File: src/hw/rtl/avcnal_pkg.sv
package avcnal_pkg;

    // Result kinds
    typedef enum logic [1:0] {
        KIND_HEADER   = 2'd0,
        KIND_PAYLOAD  = 2'd1,
        KIND_UNIT_END = 2'd2,
        KIND_ZERO_LEN = 2'd3
    } t_kind;

    // Unit types that carry an extension header
    localparam logic [4:0] TYPE_PREFIX_EXT = 5'd14;
    localparam logic [4:0] TYPE_SLICE_EXT  = 5'd20;
    localparam logic [4:0] TYPE_DEPTH_EXT  = 5'd21;

    // Emulation prevention byte
    localparam logic [7:0] EPB_BYTE = 8'h03;

    // Record prefix length before the sequence set count byte
    localparam logic [2:0] PREFIX_LEN = 3'd5;

    // Result queue between parser and output stage
    localparam int QDEPTH = 4;
    localparam int QAW    = $clog2(QDEPTH);

    typedef struct packed {
        t_kind       kind;
        logic [7:0]  payload_byte;
        logic        forbidden_bit;
        logic [1:0]  ref_idc;
        logic [4:0]  unit_type;
        logic        ext_flag;
        logic        set_kind;
        logic [7:0]  unit_index;
        logic        last;
    } t_result;

endpackage

File: src/hw/rtl/avcnal_front.sv
module avcnal_front (
    input  logic                 i_clk,
    input  logic                 i_rst_n,
    input  logic                 i_accept,
    input  logic [7:0]           i_byte,
    output logic                 o_push,
    output avcnal_pkg::t_result  o_result
);

    typedef enum logic [3:0] {
        PH_PREFIX    = 4'd0,
        PH_LEN_HI    = 4'd1,
        PH_LEN_LO    = 4'd2,
        PH_HEADER    = 4'd3,
        PH_FLAG      = 4'd4,
        PH_SKIP      = 4'd5,
        PH_PAYLOAD   = 4'd6,
        PH_PPS_COUNT = 4'd7,
        PH_DONE      = 4'd8
    } t_phase;

    t_phase      r_phase, n_phase;
    logic [2:0]  r_pos, n_pos;
    logic [7:0]  r_units, n_units;
    logic [15:0] r_bytes, n_bytes;
    logic [1:0]  r_skip, n_skip;
    logic [1:0]  r_zrun, n_zrun;
    logic [4:0]  r_type, n_type;
    logic        r_list, n_list;
    logic [7:0]  r_idx, n_idx;
    logic        r_forb, n_forb;
    logic [1:0]  r_ref, n_ref;
    logic        r_ext, n_ext;

    logic        push;
    logic        hdr_valid;
    logic        last;
    logic        end_unit;

    avcnal_pkg::t_kind kind;
    logic [7:0]  pay;
    logic [15:0] len;
    logic [15:0] bytes_dec;
    logic [7:0]  units_dec;
    logic        ext_type;

    // Decrement helpers shared by the unit byte phases
    assign bytes_dec = r_bytes - 16'd1;
    assign units_dec = (r_units != 8'd0) ? r_units - 8'd1 : r_units;
    assign len       = {r_bytes[15:8], i_byte};
    assign ext_type  = (i_byte[4:0] == avcnal_pkg::TYPE_PREFIX_EXT) ||
                       (i_byte[4:0] == avcnal_pkg::TYPE_SLICE_EXT)  ||
                       (i_byte[4:0] == avcnal_pkg::TYPE_DEPTH_EXT);

    // Parse one byte and classify it
    always_comb begin
        n_phase   = r_phase;
        n_pos     = r_pos;
        n_units   = r_units;
        n_bytes   = r_bytes;
        n_skip    = r_skip;
        n_zrun    = r_zrun;
        n_type    = r_type;
        n_list    = r_list;
        n_idx     = r_idx;
        n_forb    = r_forb;
        n_ref     = r_ref;
        n_ext     = r_ext;
        push      = 1'b0;
        hdr_valid = 1'b1;
        last      = 1'b0;
        end_unit  = 1'b0;
        kind      = avcnal_pkg::KIND_HEADER;
        pay       = 8'd0;

        unique case (r_phase)
            PH_PREFIX: begin
                if (r_pos < avcnal_pkg::PREFIX_LEN) begin
                    n_pos = r_pos + 3'd1;
                end else begin
                    n_units = {3'd0, i_byte[4:0]};
                    n_list  = 1'b0;
                    n_idx   = 8'd0;
                    n_phase = (i_byte[4:0] != 5'd0) ? PH_LEN_HI : PH_PPS_COUNT;
                end
            end
            PH_PPS_COUNT: begin
                n_units = i_byte;
                n_list  = 1'b1;
                n_idx   = 8'd0;
                n_phase = (i_byte != 8'd0) ? PH_LEN_HI : PH_DONE;
            end
            PH_LEN_HI: begin
                n_bytes = {i_byte, 8'd0};
                n_phase = PH_LEN_LO;
            end
            PH_LEN_LO: begin
                n_bytes = len;
                if (len == 16'd0) begin
                    push      = 1'b1;
                    kind      = avcnal_pkg::KIND_ZERO_LEN;
                    hdr_valid = 1'b0;
                    last      = 1'b1;
                    end_unit  = 1'b1;
                end else begin
                    n_zrun  = 2'd0;
                    n_phase = PH_HEADER;
                end
            end
            PH_HEADER: begin
                n_forb  = i_byte[7];
                n_ref   = i_byte[6:5];
                n_type  = i_byte[4:0];
                n_ext   = 1'b0;
                n_bytes = bytes_dec;
                last    = (bytes_dec == 16'd0);
                if (ext_type && !last) begin
                    n_phase = PH_FLAG;
                end else begin
                    push     = 1'b1;
                    kind     = avcnal_pkg::KIND_HEADER;
                    end_unit = last;
                    if (!last) begin
                        n_phase = PH_PAYLOAD;
                    end
                end
            end
            PH_FLAG: begin
                n_ext    = i_byte[7];
                n_bytes  = bytes_dec;
                last     = (bytes_dec == 16'd0);
                n_skip   = ((r_type == avcnal_pkg::TYPE_DEPTH_EXT) && i_byte[7]) ? 2'd1 : 2'd2;
                push     = 1'b1;
                kind     = avcnal_pkg::KIND_HEADER;
                end_unit = last;
                if (!last) begin
                    n_phase = PH_SKIP;
                end
            end
            PH_SKIP: begin
                n_bytes = bytes_dec;
                if (r_skip != 2'd0) begin
                    n_skip = r_skip - 2'd1;
                end
                if (bytes_dec == 16'd0) begin
                    push     = 1'b1;
                    kind     = avcnal_pkg::KIND_UNIT_END;
                    last     = 1'b1;
                    end_unit = 1'b1;
                end else if (r_skip <= 2'd1) begin
                    n_phase = PH_PAYLOAD;
                end
            end
            PH_PAYLOAD: begin
                n_bytes = bytes_dec;
                last    = (bytes_dec == 16'd0);
                if ((r_zrun == 2'd2) && (i_byte == avcnal_pkg::EPB_BYTE)) begin
                    // Drop the emulation prevention byte
                    n_zrun = 2'd0;
                    if (last) begin
                        push     = 1'b1;
                        kind     = avcnal_pkg::KIND_UNIT_END;
                        end_unit = 1'b1;
                    end
                end else begin
                    if (i_byte == 8'd0) begin
                        n_zrun = (r_zrun == 2'd2) ? 2'd2 : r_zrun + 2'd1;
                    end else begin
                        n_zrun = 2'd0;
                    end
                    push     = 1'b1;
                    kind     = avcnal_pkg::KIND_PAYLOAD;
                    pay      = i_byte;
                    end_unit = last;
                end
            end
            PH_DONE: begin
                n_phase = PH_DONE;
            end
            default: begin
                n_phase = PH_DONE;
            end
        endcase

        // Close the unit and pick the next list position
        if (end_unit) begin
            n_units = units_dec;
            n_idx   = r_idx + 8'd1;
            if (units_dec != 8'd0) begin
                n_phase = PH_LEN_HI;
            end else if (!r_list) begin
                n_phase = PH_PPS_COUNT;
            end else begin
                n_phase = PH_DONE;
            end
        end
    end

    // Assemble the result
    always_comb begin
        o_result.kind          = kind;
        o_result.payload_byte  = pay;
        o_result.forbidden_bit = hdr_valid ? n_forb : 1'b0;
        o_result.ref_idc       = hdr_valid ? n_ref  : 2'd0;
        o_result.unit_type     = hdr_valid ? n_type : 5'd0;
        o_result.ext_flag      = hdr_valid ? n_ext  : 1'b0;
        o_result.set_kind      = r_list;
        o_result.unit_index    = r_idx;
        o_result.last          = last;
    end

    assign o_push = i_accept && push;

    // Advance parser state on each accepted byte
    always_ff @(posedge i_clk) begin
        if (!i_rst_n) begin
            r_phase <= PH_PREFIX;
            r_pos   <= 3'd0;
            r_units <= 8'd0;
            r_bytes <= 16'd0;
            r_skip  <= 2'd0;
            r_zrun  <= 2'd0;
            r_type  <= 5'd0;
            r_list  <= 1'b0;
            r_idx   <= 8'd0;
            r_forb  <= 1'b0;
            r_ref   <= 2'd0;
            r_ext   <= 1'b0;
        end else if (i_accept) begin
            r_phase <= n_phase;
            r_pos   <= n_pos;
            r_units <= n_units;
            r_bytes <= n_bytes;
            r_skip  <= n_skip;
            r_zrun  <= n_zrun;
            r_type  <= n_type;
            r_list  <= n_list;
            r_idx   <= n_idx;
            r_forb  <= n_forb;
            r_ref   <= n_ref;
            r_ext   <= n_ext;
        end
    end

endmodule

File: src/hw/rtl/avcnal_queue.sv
module avcnal_queue (
    input  logic                 i_clk,
    input  logic                 i_rst_n,
    input  logic                 i_push,
    input  avcnal_pkg::t_result  i_item,
    output logic                 o_ready,
    input  logic                 i_pop,
    output logic                 o_avail,
    output avcnal_pkg::t_result  o_item
);

    localparam logic [avcnal_pkg::QAW:0] FULL_COUNT = (avcnal_pkg::QAW + 1)'(avcnal_pkg::QDEPTH);

    avcnal_pkg::t_result           r_mem [avcnal_pkg::QDEPTH];
    logic [avcnal_pkg::QAW-1:0]    r_wr_ptr;
    logic [avcnal_pkg::QAW-1:0]    r_rd_ptr;
    logic [avcnal_pkg::QAW:0]      r_count, n_count;

    assign o_ready = (r_count != FULL_COUNT);
    assign o_avail = (r_count != '0);
    assign o_item  = r_mem[r_rd_ptr];

    always_comb begin
        n_count = r_count;
        if (i_push && !i_pop) begin
            n_count = r_count + 1'b1;
        end else if (!i_push && i_pop) begin
            n_count = r_count - 1'b1;
        end
    end

    // Store pushed results
    always_ff @(posedge i_clk) begin
        if (i_push) begin
            r_mem[r_wr_ptr] <= i_item;
        end
    end

    // Advance pointers and fill count
    always_ff @(posedge i_clk) begin
        if (!i_rst_n) begin
            r_wr_ptr <= '0;
            r_rd_ptr <= '0;
            r_count  <= '0;
        end else begin
            if (i_push) begin
                r_wr_ptr <= r_wr_ptr + 1'b1;
            end
            if (i_pop) begin
                r_rd_ptr <= r_rd_ptr + 1'b1;
            end
            r_count <= n_count;
        end
    end

endmodule

File: src/hw/rtl/avcnal_back.sv
module avcnal_back (
    input  logic                 i_clk,
    input  logic                 i_rst_n,
    input  logic                 i_avail,
    input  avcnal_pkg::t_result  i_item,
    output logic                 o_pop,
    output logic                 o_valid,
    input  logic                 i_ready,
    output avcnal_pkg::t_result  o_item
);

    logic                r_valid;
    avcnal_pkg::t_result r_item;

    // Load the output register when it is empty or being drained
    assign o_pop   = i_avail && (!r_valid || i_ready);
    assign o_valid = r_valid;
    assign o_item  = r_item;

    always_ff @(posedge i_clk) begin
        if (!i_rst_n) begin
            r_valid <= 1'b0;
        end else if (!r_valid || i_ready) begin
            r_valid <= i_avail;
        end
    end

    // Hold payload until transfer
    always_ff @(posedge i_clk) begin
        if (o_pop) begin
            r_item <= i_item;
        end
    end

endmodule

File: src/hw/rtl/avc_nal_unit_deframer.sv
// A result enters the queue when its byte is transferred, then moves on into the output register.
// One byte per cycle unless the queue is full; every input byte gives at most one result.
// A four-entry result queue lets the parser run on while the output stalls;
// tready drops only while all four queue entries hold results.
// Reset (synchronous, active low) returns the parser to the start of the record
// and empties the queue and the output register.
module avc_nal_unit_deframer (
    input  logic        i_clk,
    input  logic        i_rst_n,
    input  logic        i_s_tvalid,
    output logic        o_s_tready,
    input  logic [7:0]  i_s_tdata,   // [7:0] data_byte
    output logic        o_m_tvalid,
    input  logic        i_m_tready,
    output logic [31:0] o_m_tdata,   // [7:0] payload_byte, [8] forbidden_bit, [10:9] ref_idc,
                                     // [15:11] unit_type, [16] ext_flag, [24:17] unit_index,
                                     // [31:25] zero
    output logic [2:0]  o_m_tuser,   // [1:0] kind, [2] set_kind
    output logic        o_m_tlast    // last
);

    logic                q_ready;
    logic                s_accept;
    logic                push;
    avcnal_pkg::t_result front_res;
    logic                q_avail;
    logic                pop;
    avcnal_pkg::t_result q_item;
    avcnal_pkg::t_result out_item;

    assign o_s_tready = q_ready;
    assign s_accept   = i_s_tvalid && q_ready;

    avcnal_front u_front (
        .i_clk    (i_clk),
        .i_rst_n  (i_rst_n),
        .i_accept (s_accept),
        .i_byte   (i_s_tdata),
        .o_push   (push),
        .o_result (front_res)
    );

    avcnal_queue u_queue (
        .i_clk   (i_clk),
        .i_rst_n (i_rst_n),
        .i_push  (push),
        .i_item  (front_res),
        .o_ready (q_ready),
        .i_pop   (pop),
        .o_avail (q_avail),
        .o_item  (q_item)
    );

    avcnal_back u_back (
        .i_clk   (i_clk),
        .i_rst_n (i_rst_n),
        .i_avail (q_avail),
        .i_item  (q_item),
        .o_pop   (pop),
        .o_valid (o_m_tvalid),
        .i_ready (i_m_tready),
        .o_item  (out_item)
    );

    // Pack the result fields onto the master side
    assign o_m_tdata = {7'd0, out_item.unit_index, out_item.ext_flag, out_item.unit_type,
                        out_item.ref_idc, out_item.forbidden_bit, out_item.payload_byte};
    assign o_m_tuser = {out_item.set_kind, out_item.kind};
    assign o_m_tlast = out_item.last;

endmodule
File: config.mk
export PLATFORM = sky130hd
export DESIGN_NAME = avc_nal_unit_deframer
export DESIGN_NICKNAME = d
export VERILOG_FILES = /design/src/hw/rtl/avcnal_pkg.sv /design/src/hw/rtl/avcnal_front.sv /design/src/hw/rtl/avcnal_queue.sv /design/src/hw/rtl/avcnal_back.sv /design/src/hw/rtl/avc_nal_unit_deframer.sv
export SDC_FILE = /design/constraint.sdc
export NUM_CORES = 1
export LEC_CHECK = 0
export ABC_AREA = 1
export BUFFER_PORTS_ARGS = -buffer_cell sky130_fd_sc_hd__buf_2
export CAP_MARGIN = 5
export CORE_MARGIN = 3
export CORE_UTILIZATION = 45
export CTS_CLUSTER_SIZE = 40
export DETAILED_ROUTE_END_ITERATION = 8
export SYNTH_ARGS = -nofsm -noshare
export SYNTH_HDL_FRONTEND = slang
export SYNTH_SLANG_ARGS = --single-unit
File: constraint.sdc
create_clock -name i_clk -period 3.4 [get_ports i_clk]
set_input_delay 0.34 -clock i_clk [delete_from_list [all_inputs] [get_ports i_clk]]
set_output_delay 0.34 -clock i_clk [all_outputs]
set_load 0.05 [all_outputs]
==> out/metrics.yaml, run 1 <==
synth-adder-area-share_pct: 2.19
final_cell_count_no_fill: 1359
wirelength_mm: 21.3
crit_path_capture_type: "flop"
unrepaired_setup_endpoints_after_global_routing: "no"
fp.dieArea_sq_mm: 0.0229
grt_first_pass_wirelength_mm: 34.5
synth.yosys.seq_area_share_pct: 58.7
synth_top_cell_area_share_pct: 45.8
worst_setup_path_start_kind: "flop"
synthesis.instances: 1023
grt_max_degree: 60
run_status: "completed"
synth_edf_count: 145
power-per-cell-area_mw_per_mm2: 902
vias: 7097
grt_use_total_pct: 18.9
timing_worst_setup_path_type: "flop to flop"
cp.arrival_ns: 3.47
final.fill_count: 1889
syn_area_sq_mm: 0.00950
floorplan.die.width_microns: 151
fin_nets: 1100
worst_ep_required_time_ns: 3.85
transition_at_the_pin_with_the_smallest_max_transition_slack_ns: 0.819
placement.io_buffers: 42
placement.cell_area_sq_mm: 0.0101
num_rows: 52
cts.root.buffer_cell: "sky130_fd_sc_hd__clkbuf_16"
ff2ff_setup_slack_ns: 0.38
avgViaCountPerCell: 5.22
post_synth_main_area_contributors: "sky130_fd_sc_hd__edfxtp_1, sky130_fd_sc_hd__dfxtp_1, sky130_fd_sc_hd__nand2_1"
setup_slack_ns: 0.383
layout_min_cycle_time_ns: 3.02
cts.repair.resized: 0
initial_antenna_violation_count: 0
antenna_violating_nets_post_route: 0
synth-seq-cells: 206
wl_per_cell_microns: 15.6
timing.final.hold_violations: 0
post-synth-top-count-cell: "sky130_fd_sc_hd__nand2_1"
numCtsBuffers: 23
detailedRoute.firstIterationViolations: 525
clock_latency_late_sink_ns: 0.52
hp-class: "input port to flop"
final-seq-area_sq_mm: 0.00558
finished_cell_area_sq_mm: 0.0108
dp_slack_ns: 0.384
worst_hold_slack_ns: 0.199
synthesis.area_per_instance_sq_um: 9.29
cts_hold_buffers: 0
die_h_microns: 151
tritoncts: "built"
p_leak_uw: 0.00442
yosys.cell_types.count: 42
min_period_over_period_pct: 88.7
core_area_sq_mm: 0.0205
placed_wire_length_estimate_mm: 14.1
cts.path.max_buffers: 3
cts.reportedPaths.clkPinSlew_ns: 0.06
synthSimpleGateAreaFrac_pct: 18.2
area_growth_from_synthesis_to_layout_pct: 13.6
share_of_the_synthesized_netlist_area_taken_by_xor_and_xnor_gates_pct: 1.01
yosys-mux-area-fraction_pct: 0
overflow: 0
drive_above_1_share_pct: 11.8
n_antenna_cell: 0
finalSetupViolations: 0
cap_violations: 0
min_from: "i_s_tdata[2]"
worst_ir_drop_vdd_mv: 0.643
library_cell_occupying_the_most_area_in_the_post_synthesis_netlist: "sky130_fd_sc_hd__edfxtp_1"
design.portCount: 50
path_max_fanout: 5
drt-pass1-iter-count: 5
globalplace.congestion: 0.912
clock_skew_ns: 0.0100
cts.htree.levels: 1
cts_sinks: 206
reg2reg_to: "u_queue.r_count[2]"
finalMaxSlewViolations: 0
dpl.cell_count: 1317
yosysWarnings: 0
synth.cells.most_frequent: "sky130_fd_sc_hd__nand2_1, sky130_fd_sc_hd__nor2_1, sky130_fd_sc_hd__edfxtp_1"
p_total_uw: 9730
cts_setup_buffers: 0
synth_top_family_by_area: "simple AND/OR/NAND/NOR gates"
async_flop_share_pct: 0
hold_depth: 3
area_used_by_multi_input_combinational_logic_sq_mm: 0.00331
max_slew_margin_pct: 45.3
whs_endpoint: "u_front.r_bytes[2]"
rr_startpoint: "u_front.r_bytes[0]"
initial_core_util_pct: 46.4
detail_route.drc_violations: 0
synth-compound-area-share_pct: 13.0
fmax_mhz: 331
grt_pass1_vias: 6786
reg2reg_depth: 22
ys_dominant_reg_cell: "sky130_fd_sc_hd__edfxtp_1"
[flip-flops by register name, indices dropped and copies added (netlist names)]
name	count
u_front.r_forb	1
u_front.r_pos	3
u_queue.r_rd_ptr	2
u_front.r_idx	8
u_back.o_valid	1
u_front.r_ref	2
u_front.r_type	5
u_front.r_skip	2
u_front.r_list	1
u_queue.r_wr_ptr	2
u_front.r_ext	1
u_front.r_bytes	16
u_front.r_zrun	2
u_front.r_units	8
u_queue.r_mem	116
u_queue.r_count	3
u_back.o_item	29
u_front.r_phase	4
[cells in the final DEF (no fill, tap or decap), types with 3 or more instances in the layout]
| cell | synthesis | routed |
|---|---|---|
| sky130_fd_sc_hd__buf_2 | 3 | 42 |
| sky130_fd_sc_hd__inv_1 | 111 | 111 |
| sky130_fd_sc_hd__clkinv_2 | 0 | 4 |
| sky130_fd_sc_hd__a221oi_1 | 4 | 4 |
| sky130_fd_sc_hd__clkbuf_16 | 0 | 23 |
| sky130_fd_sc_hd__o21ai_0 | 109 | 109 |
| sky130_fd_sc_hd__clkbuf_8 | 0 | 4 |
| sky130_fd_sc_hd__clkbuf_1 | 29 | 8 |
| sky130_fd_sc_hd__buf_12 | 0 | 4 |
| sky130_fd_sc_hd__inv_2 | 6 | 6 |
| sky130_fd_sc_hd__o21ai_1 | 3 | 3 |
| sky130_fd_sc_hd__xnor2_1 | 5 | 5 |
| sky130_fd_sc_hd__nor2_4 | 5 | 5 |
| sky130_fd_sc_hd__a22oi_1 | 6 | 6 |
| sky130_fd_sc_hd__o22ai_1 | 34 | 34 |
| sky130_fd_sc_hd__nor2_1 | 150 | 146 |
| sky130_fd_sc_hd__nand2_1 | 157 | 157 |
| sky130_fd_sc_hd__edfxtp_1 | 145 | 145 |
| sky130_fd_sc_hd__xor2_1 | 6 | 6 |
| sky130_fd_sc_hd__o21a_1 | 7 | 7 |
| sky130_fd_sc_hd__ha_1 | 15 | 15 |
| sky130_fd_sc_hd__a21oi_1 | 56 | 56 |
| sky130_fd_sc_hd__nor3_1 | 12 | 12 |
| sky130_fd_sc_hd__buf_4 | 8 | 15 |
| sky130_fd_sc_hd__nand4_1 | 9 | 9 |
| sky130_fd_sc_hd__nor2_2 | 9 | 13 |
| sky130_fd_sc_hd__dfxtp_1 | 61 | 60 |
| sky130_fd_sc_hd__nand2_4 | 4 | 4 |
| sky130_fd_sc_hd__conb_1 | 1 | 7 |
| sky130_fd_sc_hd__nand3_1 | 47 | 47 |
[metal layers]
layer  vias to the layer above  wire [microns]  part of all wire [%]  GRT usage [%]
li1                       3551               -                     -              -
met1                      3320            9710                    46           25.9
met2                       186           10000                    47           31.3
met3                        40            1040                   4.9           2.78
met4                         0             467                   2.2           5.71
met5                         -               0                     0              0
[worst max path at each step]
stage	startpoint	end	slack [ns]	cells after the start
after global routing	u_front.r_bytes[0]	u_queue.r_count[2]	0.01	22
after detailed placement	u_front.r_bytes[0]	u_queue.r_count[2]	0.38	21
after floorplan	u_front.r_bytes[0]	u_queue.r_mem[0][0]	-0.001	16
after CTS	u_front.r_bytes[0]	u_queue.r_count[2]	0.37	21
after global placement	u_front.r_bytes[0]	u_queue.r_count[2]	0.49	24
final	u_front.r_bytes[0]	u_queue.r_count[2]	0.38	22
[per-stage QoR]
| stage | utilization [%] | TNS, ns |
|---|---|---|
| after global routing | 52.7 | 0 |
| after global placement | 49.2 | 0 |
| after detailed placement | 49.2 | 0 |
| after CTS | 52.7 | 0 |
| final | 52.7 | 0 |
| after floorplan | - | -0.128 |
[cell families after synthesis]
family	after synthesis
buf+inv	162
flops	206
xor+xnor	11
fa+ha+maj	16
simple gates	402
other cells	1
compound gates	225
[critical path, cell delays in order, from the launching register on]
cell and delay, ns:
sky130_fd_sc_hd__dfxtp_1 0.32, sky130_fd_sc_hd__inv_1 0.14, sky130_fd_sc_hd__ha_1 0.26, sky130_fd_sc_hd__nand2_2 0.14, sky130_fd_sc_hd__nor2_2 0.21, sky130_fd_sc_hd__nand3_1 0.10
sky130_fd_sc_hd__nand2_1 0.10, sky130_fd_sc_hd__nand2_1 0.05, sky130_fd_sc_hd__nor2_1 0.13, sky130_fd_sc_hd__nand3_1 0.12, sky130_fd_sc_hd__nand2_1 0.08, sky130_fd_sc_hd__nand2_1 0.07
sky130_fd_sc_hd__nand2_1 0.07, sky130_fd_sc_hd__nand2_1 0.08, sky130_fd_sc_hd__inv_1 0.09, sky130_fd_sc_hd__ha_1 0.14, sky130_fd_sc_hd__inv_1 0.06, sky130_fd_sc_hd__fa_1 0.38
sky130_fd_sc_hd__nor2_1 0.11, sky130_fd_sc_hd__nor2_1 0.04, sky130_fd_sc_hd__nand2_1 0.07, sky130_fd_sc_hd__o21ai_0 0.07, sky130_fd_sc_hd__a21oi_1 0.13
[layout make-up]
type,instances,share of cell area [%]
Sequential cell,206,51.7
Multi-Input combinational cell,661,30.7
Clock buffer,35,6.12
Inverter,119,4.14
Timing Repair Buffer,61,3.73
Tap cell,270,3.13
Clock inverter,7,0.510
[power breakdown]
part           switching (uW)  internal (uW)  total, uW  leakage (uW)
sequential                172           3240       3410       0.00191
clock                     969           1350       2320      0.000347
combinational            2920           1080       4010       0.00216
total                    4060           5670       9730       0.00442
(Power assumes the default switching activity.)
==> run 2, diff against run 1 <==
--- a/config.mk
+++ b/config.mk
@@ -8,10 +8,13 @@
 export ABC_AREA = 1
 export BUFFER_PORTS_ARGS = -buffer_cell sky130_fd_sc_hd__buf_2
 export CAP_MARGIN = 5
+export CELL_PAD_IN_SITES_DETAIL_PLACEMENT = 0
+export CELL_PAD_IN_SITES_GLOBAL_PLACEMENT = 1
 export CORE_MARGIN = 3
-export CORE_UTILIZATION = 45
+export CORE_UTILIZATION = 43
 export CTS_CLUSTER_SIZE = 40
 export DETAILED_ROUTE_END_ITERATION = 8
+export PLACE_DENSITY_LB_ADDON = 0.1
 export SYNTH_ARGS = -nofsm -noshare
 export SYNTH_HDL_FRONTEND = slang
 export SYNTH_SLANG_ARGS = --single-unit
==> run 2 against run 1 <==
- sequential share of layout area is 0.38 points lower
- cell count is 0.29% higher
- setup slack better by 0.044 ns
- largest cell class unchanged
- combinational power is 1% higher
- first-iteration DRC count is 27% lower
- clock skew is 0.00053 ns higher
- critical path depth stayed put
- cell area is 0.74% higher
- worst hold slack better by 0.033 ns
==> out/metrics.yaml, run 2 (synthesized netlist as in run 1, its figures left out) <==
cts_setup_buffers: 0  # unchanged
layout.cells.most_common: "sky130_fd_sc_hd__nand2_1"
power-per-cell-area_mw_per_mm2: 920  # +2.0%
finalMaxSlewViolations: 0  # unchanged
avgViaCountPerCell: 5.15  # -1.3%
grt_pass1_vias: 6778  # -0.12%
reg2reg_depth: 22  # unchanged
unrepaired_setup_endpoints_after_global_routing: "no"
num_rows: 53  # +1.9%
fin_nets: 1099  # -0.091%
finalSetupViolations: 0  # unchanged
dp_slack_ns: 0.360  # -0.0248 ns
clock_latency_late_sink_ns: 0.50  # -0.02 ns
cts.path.max_buffers: 3  # unchanged
timing.critical_path.to: "u_queue.r_count[2]"
transition_at_the_pin_with_the_smallest_max_transition_slack_ns: 0.996  # +0.177 ns
worst_ep_required_time_ns: 3.83  # -0.02 ns
kind_of_cell_adding_the_most_delay_to_the_critical_path: "simple AND/OR/NAND/NOR gates"
final_cell_count_no_fill: 1363  # +0.29%
worst_setup_path_startpoint: "u_front.r_bytes[0]"
cts.htree.levels: 1  # unchanged
max_slew_margin_pct: 33.5  # -12 points
wirelength_mm: 22.7  # +6.7%
cts.root.buffer_cell: "sky130_fd_sc_hd__clkbuf_16"
ff2ff_setup_slack_ns: 0.43  # +0.04 ns
rr_startpoint: "u_front.r_bytes[0]"
finished_cell_area_sq_mm: 0.0109  # +0.74%
placement.cell_area_sq_mm: 0.0101  # about the same
cpMostUsedCell: "sky130_fd_sc_hd__nand2_1"
cp_cell_sequence: "inv_1 > ha_4 > nand2_2 > o21bai_1 > nand2_1 > nor2_1 > nand2_1 > nor2_1 > nand3_1 > nand2_1 > nand2_1 > nand2_1 > nand2_1 > inv_1 > ha_1 > inv_1 > fa_1 > nor2_1 > nor2_1 > nand2_1 > o21ai_0 > a21oi_1"
final.fill_count: 2005  # +6.1%
critPathSlowestCell: "sky130_fd_sc_hd__fa_1"
vias: 7023  # -1.0%
critical_path.max_stage_delay_ns: 0.38  # about the same
placed_wire_length_estimate_mm: 15.0  # +5.9%
drive_above_1_share_pct: 12.0  # +0.19 points
numCtsBuffers: 23  # unchanged
grt_use_total_pct: 18.7  # -0.18 points
cts.reportedPaths.clkPinSlew_ns: 0.06  # about the same
core_area_sq_mm: 0.0214  # +4.2%
clock_skew_ns: 0.0106  # +0.000526 ns
min_period_over_period_pct: 87.4  # -1.3 points
initial_antenna_violation_count: 0  # unchanged
grt_first_pass_wirelength_mm: 36.1  # +4.7%
detail_route.drc_violations: 0  # unchanged
hold_depth: 3  # unchanged
overflow: 0  # unchanged
run_status: "completed"
placement.io_buffers: 42  # unchanged
area_growth_from_synthesis_to_layout_pct: 14.4
reg2reg_to: "u_queue.r_count[2]"
grt_max_degree: 60  # unchanged
postLayoutCoreUtil_pct: 50.9  # -1.7 points
die_h_microns: 155  # +2.2%
tritoncts: "built"
initial_core_util_pct: 44.5  # -1.9 points
cap_violations: 0  # unchanged
detailedRoute.firstIterationViolations: 384  # -27%
worst_setup_path_start_kind: "flop"
p_leak_uw: 0.00446  # +0.82%
setup_slack_ns: 0.427  # +0.0443 ns
timing.final.hold_violations: 0  # unchanged
commonest_cells_after_routing_fill_and_taps_aside: "sky130_fd_sc_hd__nand2_1, sky130_fd_sc_hd__nor2_1, sky130_fd_sc_hd__edfxtp_1"
n_antenna_cell: 0  # unchanged
path_max_fanout: 5  # unchanged
fmax_mhz: 336  # +1.5%
drt-pass1-iter-count: 5  # unchanged
globalplace.congestion: 0.899  # -1.4%
cts_sinks: 206  # unchanged
antenna_violating_nets_post_route: 0  # unchanged
dpl.cell_count: 1321  # +0.30%
timing_worst_setup_path_type: "flop to flop"
fp.dieArea_sq_mm: 0.0239  # +4.5%
layout_min_cycle_time_ns: 2.97  # -0.0443 ns
cp.depth: 22  # unchanged
hp-class: "input port to flop"
design.portCount: 50  # unchanged
crit_buf_inv: 3  # unchanged
wl_per_cell_microns: 16.6  # +6.4%
worst_ir_drop_vdd_mv: 0.482  # -25%
crit_path_capture_type: "flop"
cp.arrival_ns: 3.41  # -0.06 ns
largest_register_ffs: 116  # unchanged
floorplan.die.width_microns: 155  # +2.2%
biggest_register: "u_queue.r_mem"
## run 2: cell types whose count changed in the layout (fill, tap and decap cells not counted), moves of 2 or more
| cell | delta |
|---|---|
| sky130_fd_sc_hd__bufinv_16 | +3 |
| sky130_fd_sc_hd__clkbuf_1 | -4 |
| sky130_fd_sc_hd__clkinv_1 | +2 |
| sky130_fd_sc_hd__clkinv_4 | +2 |
| sky130_fd_sc_hd__clkinvlp_4 | -2 |
| sky130_fd_sc_hd__inv_6 | +2 |
## run 2: worst min path at each step
stage	from	to	slack (ns)
2_1_floorplan	u_front.r_pos[2]	u_front.r_pos[2]	0.43
3_3_place_gp	u_front.r_pos[2]	u_front.r_pos[2]	0.44
3_5_place_dp	u_front.r_pos[2]	u_front.r_pos[2]	0.45
4_1_cts	i_s_tdata[2]	u_front.r_bytes[2]	0.21
5_1_grt	i_s_tdata[2]	u_front.r_bytes[2]	0.24
6_report	i_s_tdata[2]	u_front.r_bytes[2]	0.23
## run 2: area by class of cell
class / instances / area (sq um) / share of cell area [%]
Clock buffer: 30 / 632 / 5.81
Clock inverter: 12 / 148 / 1.36
Inverter: 119 / 447 / 4.11
Multi-Input combinational cell: 661 / 3330 / 30.6
Sequential cell: 206 / 5580 / 51.3
Tap cell: 275 / 344 / 3.16
Timing Repair Buffer: 60 / 395 / 3.64
## run 2: metrics by stage
step / hold slack (ns) / TNS (ns) / power (uW)
floorplan: 0.431 / -0.128 / 6520
global placement: 0.444 / 0 / 7540
CTS: 0.206 / 0 / 10100
finish: 0.232 / 0 / 10000
detailed placement: 0.450 / 0 / 7530
global route: 0.244 / 0 / 10700
## run 2: routing by layer
| metal | vias up | track usage [%] | wire length (microns) |
|---|---|---|---|
| met5 | - | 0 | 0 |
| met4 | 0 | 4.37 | 425 |
| met3 | 31 | 2.49 | 1120 |
| met2 | 156 | 32.0 | 10800 |
| met1 | 3280 | 25.5 | 10400 |
| li1 | 3556 | - | - |
## run 2: worst min-delay path, delay by kind of cell
kind | cells | cell delay [ns]
buffers and inverters | 1 | 0.14
AO/OA/AOI/OAI | 2 | 0.21
## run 2: timing repair
item / 4_1_cts / 5_1_grt
hold buffers: 0 / 0
endpoints found under the setup margin: 0 / 1
gates resized for setup: 0 / 3
hold endpoints to repair: 0 / 0
## run 2: where the power goes
part           switching, uW  internal [uW]
Combinational           2980           1090
Sequential               182           3240
Clock                    973           1540
Total                   4130           5870
==> run 3, diff against run 2 <==
--- a/config.mk
+++ b/config.mk
@@ -10,7 +10,7 @@
 export CAP_MARGIN = 5
 export CELL_PAD_IN_SITES_DETAIL_PLACEMENT = 0
 export CELL_PAD_IN_SITES_GLOBAL_PLACEMENT = 1
-export CORE_MARGIN = 3
+export CORE_MARGIN = 8
 export CORE_UTILIZATION = 43
 export CTS_CLUSTER_SIZE = 40
 export DETAILED_ROUTE_END_ITERATION = 8
==> run 3 against run 2 <==
- critical path type unchanged
- sequential power hardly changed
- routed wire length decreased by 0.42%
- via count down 1.0%
- cell count rose by 0.15%
==> out/metrics.yaml, run 3 (synthesized netlist as in run 1, its figures left out) <==
numCtsBuffers: 22  # -4.3%
reg2reg_to: "u_queue.r_count[2]"
final.fill_count: 2111  # +5.3%
cap_violations: 0  # unchanged
timing.final.hold_violations: 0  # unchanged
biggest_register: "u_queue.r_mem"
cpMostUsedCell: "sky130_fd_sc_hd__nand2_1"
detailedRoute.firstIterationViolations: 359  # -6.5%
timing_worst_setup_path_type: "flop to flop"
worst_ir_drop_vdd_mv: 0.549  # +14%
finalMaxSlewViolations: 0  # unchanged
switching_share_pct: 41.8  # +0.44 points
ff2ff_setup_slack_ns: 0.43  # about the same
dpl.cell_count: 1325  # +0.30%
initial_core_util_pct: 43.7  # -0.82 points
whs_endpoint: "u_front.r_bytes[2]"
drive_above_1_share_pct: 11.8  # -0.24 points
worst_setup_path_start_kind: "flop"
final-seq-area_sq_mm: 0.00558  # unchanged
top_signal_layer_used: "met4"
worst_hold_slack_ns: 0.217  # -0.0149 ns
p_leak_uw: 0.00441  # -1.1%
run_status: "completed"
met1_wire_length_mm: 10.5  # +1.1%
cts_sinks: 206  # unchanged
layout.cells.most_common: "sky130_fd_sc_hd__nand2_1"
area_growth_from_synthesis_to_layout_pct: 13.6
power.share.combinational_pct: 41.1  # +0.4 points
power.switching_uw: 4080  # -1.3%
layout_min_cycle_time_ns: 2.97  # -0.00477 ns
grt_max_degree: 60  # unchanged
path_max_fanout: 5  # unchanged
finalSetupViolations: 0  # unchanged
floorplan.die.width_microns: 165  # +6.5%
clock_latency_late_sink_ns: 0.49  # about the same
initial_antenna_violation_count: 0  # unchanged
cts.root.buffer_cell: "sky130_fd_sc_hd__clkbuf_16"
max_slew_margin_pct: 33.7  # +0.17 points
grt_pass1_vias: 6735  # -0.63%
commonest_cells_after_routing_fill_and_taps_aside: "sky130_fd_sc_hd__nand2_1, sky130_fd_sc_hd__nor2_1, sky130_fd_sc_hd__edfxtp_1"
met3WireLength_mm: 1.03  # -7.6%
power.sequential.fraction_pct: 34.9  # +0.7 points
grt_first_pass_wirelength_mm: 36.3  # +0.51%
n_antenna_cell: 0  # unchanged
fp.dieArea_sq_mm: 0.0271  # +13%
cts.htree.levels: 1  # unchanged
postLayoutCoreUtil_pct: 49.6  # -1.3 points
rr_startpoint: "u_front.r_bytes[0]"
wirelength_mm: 22.6  # -0.42%
internal-power_uw: 5690  # -3.1%
design.portCount: 50  # unchanged
cp.arrival_ns: 3.40  # about the same
fmax_mhz: 337  # +0.16%
worst_ep_required_time_ns: 3.83  # about the same
fin_nets: 1097  # -0.18%
num_rows: 54  # +1.9%
cts.reportedPaths.clkPinSlew_ns: 0.06  # about the same
hp-class: "input port to flop"
min_from: "i_s_tdata[2]"
overflow: 0  # unchanged
vias: 6952  # -1.0%
final_cell_count_no_fill: 1365  # +0.15%
grt_use_total_pct: 16.8  # -1.9 points
cts.path.max_buffers: 3  # unchanged
drt-pass1-iter-count: 4  # -1
detail_route.drc_violations: 0  # unchanged
core_area_sq_mm: 0.0218  # +1.9%
min_period_over_period_pct: 87.3  # -0.14 points
antenna_violating_nets_post_route: 0  # unchanged
crit_path_capture_type: "flop"
globalplace.congestion: 0.880  # -2.1%
unrepaired_setup_endpoints_after_global_routing: "no"
avgViaCountPerCell: 5.09  # -1.2%
placed_wire_length_estimate_mm: 15.0  # +0.37%
cts_hold_buffers: 0  # unchanged
transition_at_the_pin_with_the_smallest_max_transition_slack_ns: 0.994  # -0.00258 ns
reg2reg_depth: 21  # -4.5%
clock_skew_ns: 0.00837  # -0.00220 ns
die_h_microns: 165  # +6.5%
tritoncts: "built"
wl_per_cell_microns: 16.5  # -0.56%
largest_register_ffs: 116  # unchanged
pwr-share-clk_pct: 23.9  # -1.3 points
cp_cell_sequence: "inv_1 > ha_2 > xnor2_1 > nand2_1 > nor2_1 > nand3_1 > nor2_2 > nand3_2 > nor2_4 > a21oi_1 > nand2_1 > nand2_1 > inv_1 > ha_1 > inv_1 > fa_1 > nor2_1 > nor2_1 > nand2_1 > o21ai_0 > a21oi_1"
placement.io_buffers: 42  # unchanged
hold_depth: 3  # unchanged
power-per-cell-area_mw_per_mm2: 904  # -1.7%
critPathSlowestCell: "sky130_fd_sc_hd__fa_1"
critical_path.max_stage_delay_ns: 0.38  # about the same
detailroute.wirelength.met2_mm: 10.8  # -0.17%
area_used_by_multi_input_combinational_logic_sq_mm: 0.00331  # -0.45%
==> run 3: metal layers <==
metal	vias to the layer above	global-route usage, %
li1	3555	-
met1	3235	22.1
met2	135	28.7
met3	27	2.47
met4	0	4.01
met5	-	0
==> run 3: what timing repair did <==
item,4_1_cts,5_1_grt
resized for setup,0,1
setup endpoints to repair,0,1
buffers inserted,0,0
==> run 3: cell type report <==
type / instances / area share [%]
Sequential cell: 206 / 51.7
Clock inverter: 11 / 0.846
Timing Repair Buffer: 59 / 3.59
Tap cell: 280 / 3.25
Multi-Input combinational cell: 661 / 30.7
Clock buffer: 29 / 5.82
Inverter: 119 / 4.14
==> run 3: critical path, delay by kind of cell (launching register included) <==
kind | cells | cell delay [ns]
and+or+nand+nor | 11 | 1.01
xor gates and xnor gates | 1 | 0.25
DFF | 1 | 0.36
AOI/OAI and AO/OA | 3 | 0.28
adders and majority gates | 3 | 0.75
buffers and inverters | 3 | 0.24
==> run 3: power by group through the flow <==
stage	logic [uW]	clock network, uW	registers (uW)
after CTS	4050	2400	3420
after global placement	4050	0	3460
final	4020	2340	3410
after global routing	4480	2510	3460
after floorplan	2400	0	4120
after detailed placement	4040	0	3470
==> run 3: worst max-delay path by stage <==
stage	slack, ns	start	endpoint
CTS	0.37	u_front.r_bytes[0]	u_queue.r_count[2]
detailed placement	0.40	u_front.r_bytes[0]	u_queue.r_count[2]
global route	0.03	u_front.r_bytes[0]	u_queue.r_count[2]
finish	0.43	u_front.r_bytes[0]	u_queue.r_count[2]
floorplan	-0.001	u_front.r_bytes[0]	u_queue.r_mem[0][0]
global placement	0.40	i_s_tdata[3]	u_queue.r_count[2]
==> run 3: metrics by stage <==
step,power (uW),TNS (ns),setup WS [ns],instance area [sq um]
global placement,7520,0,0.396,10100
finish,9760,0,0.432,10800
global route,10400,0,0.0314,10800
CTS,9870,0,0.369,10800
floorplan,6520,-0.128,-0.00110,9530
detailed placement,7500,0,0.397,10100
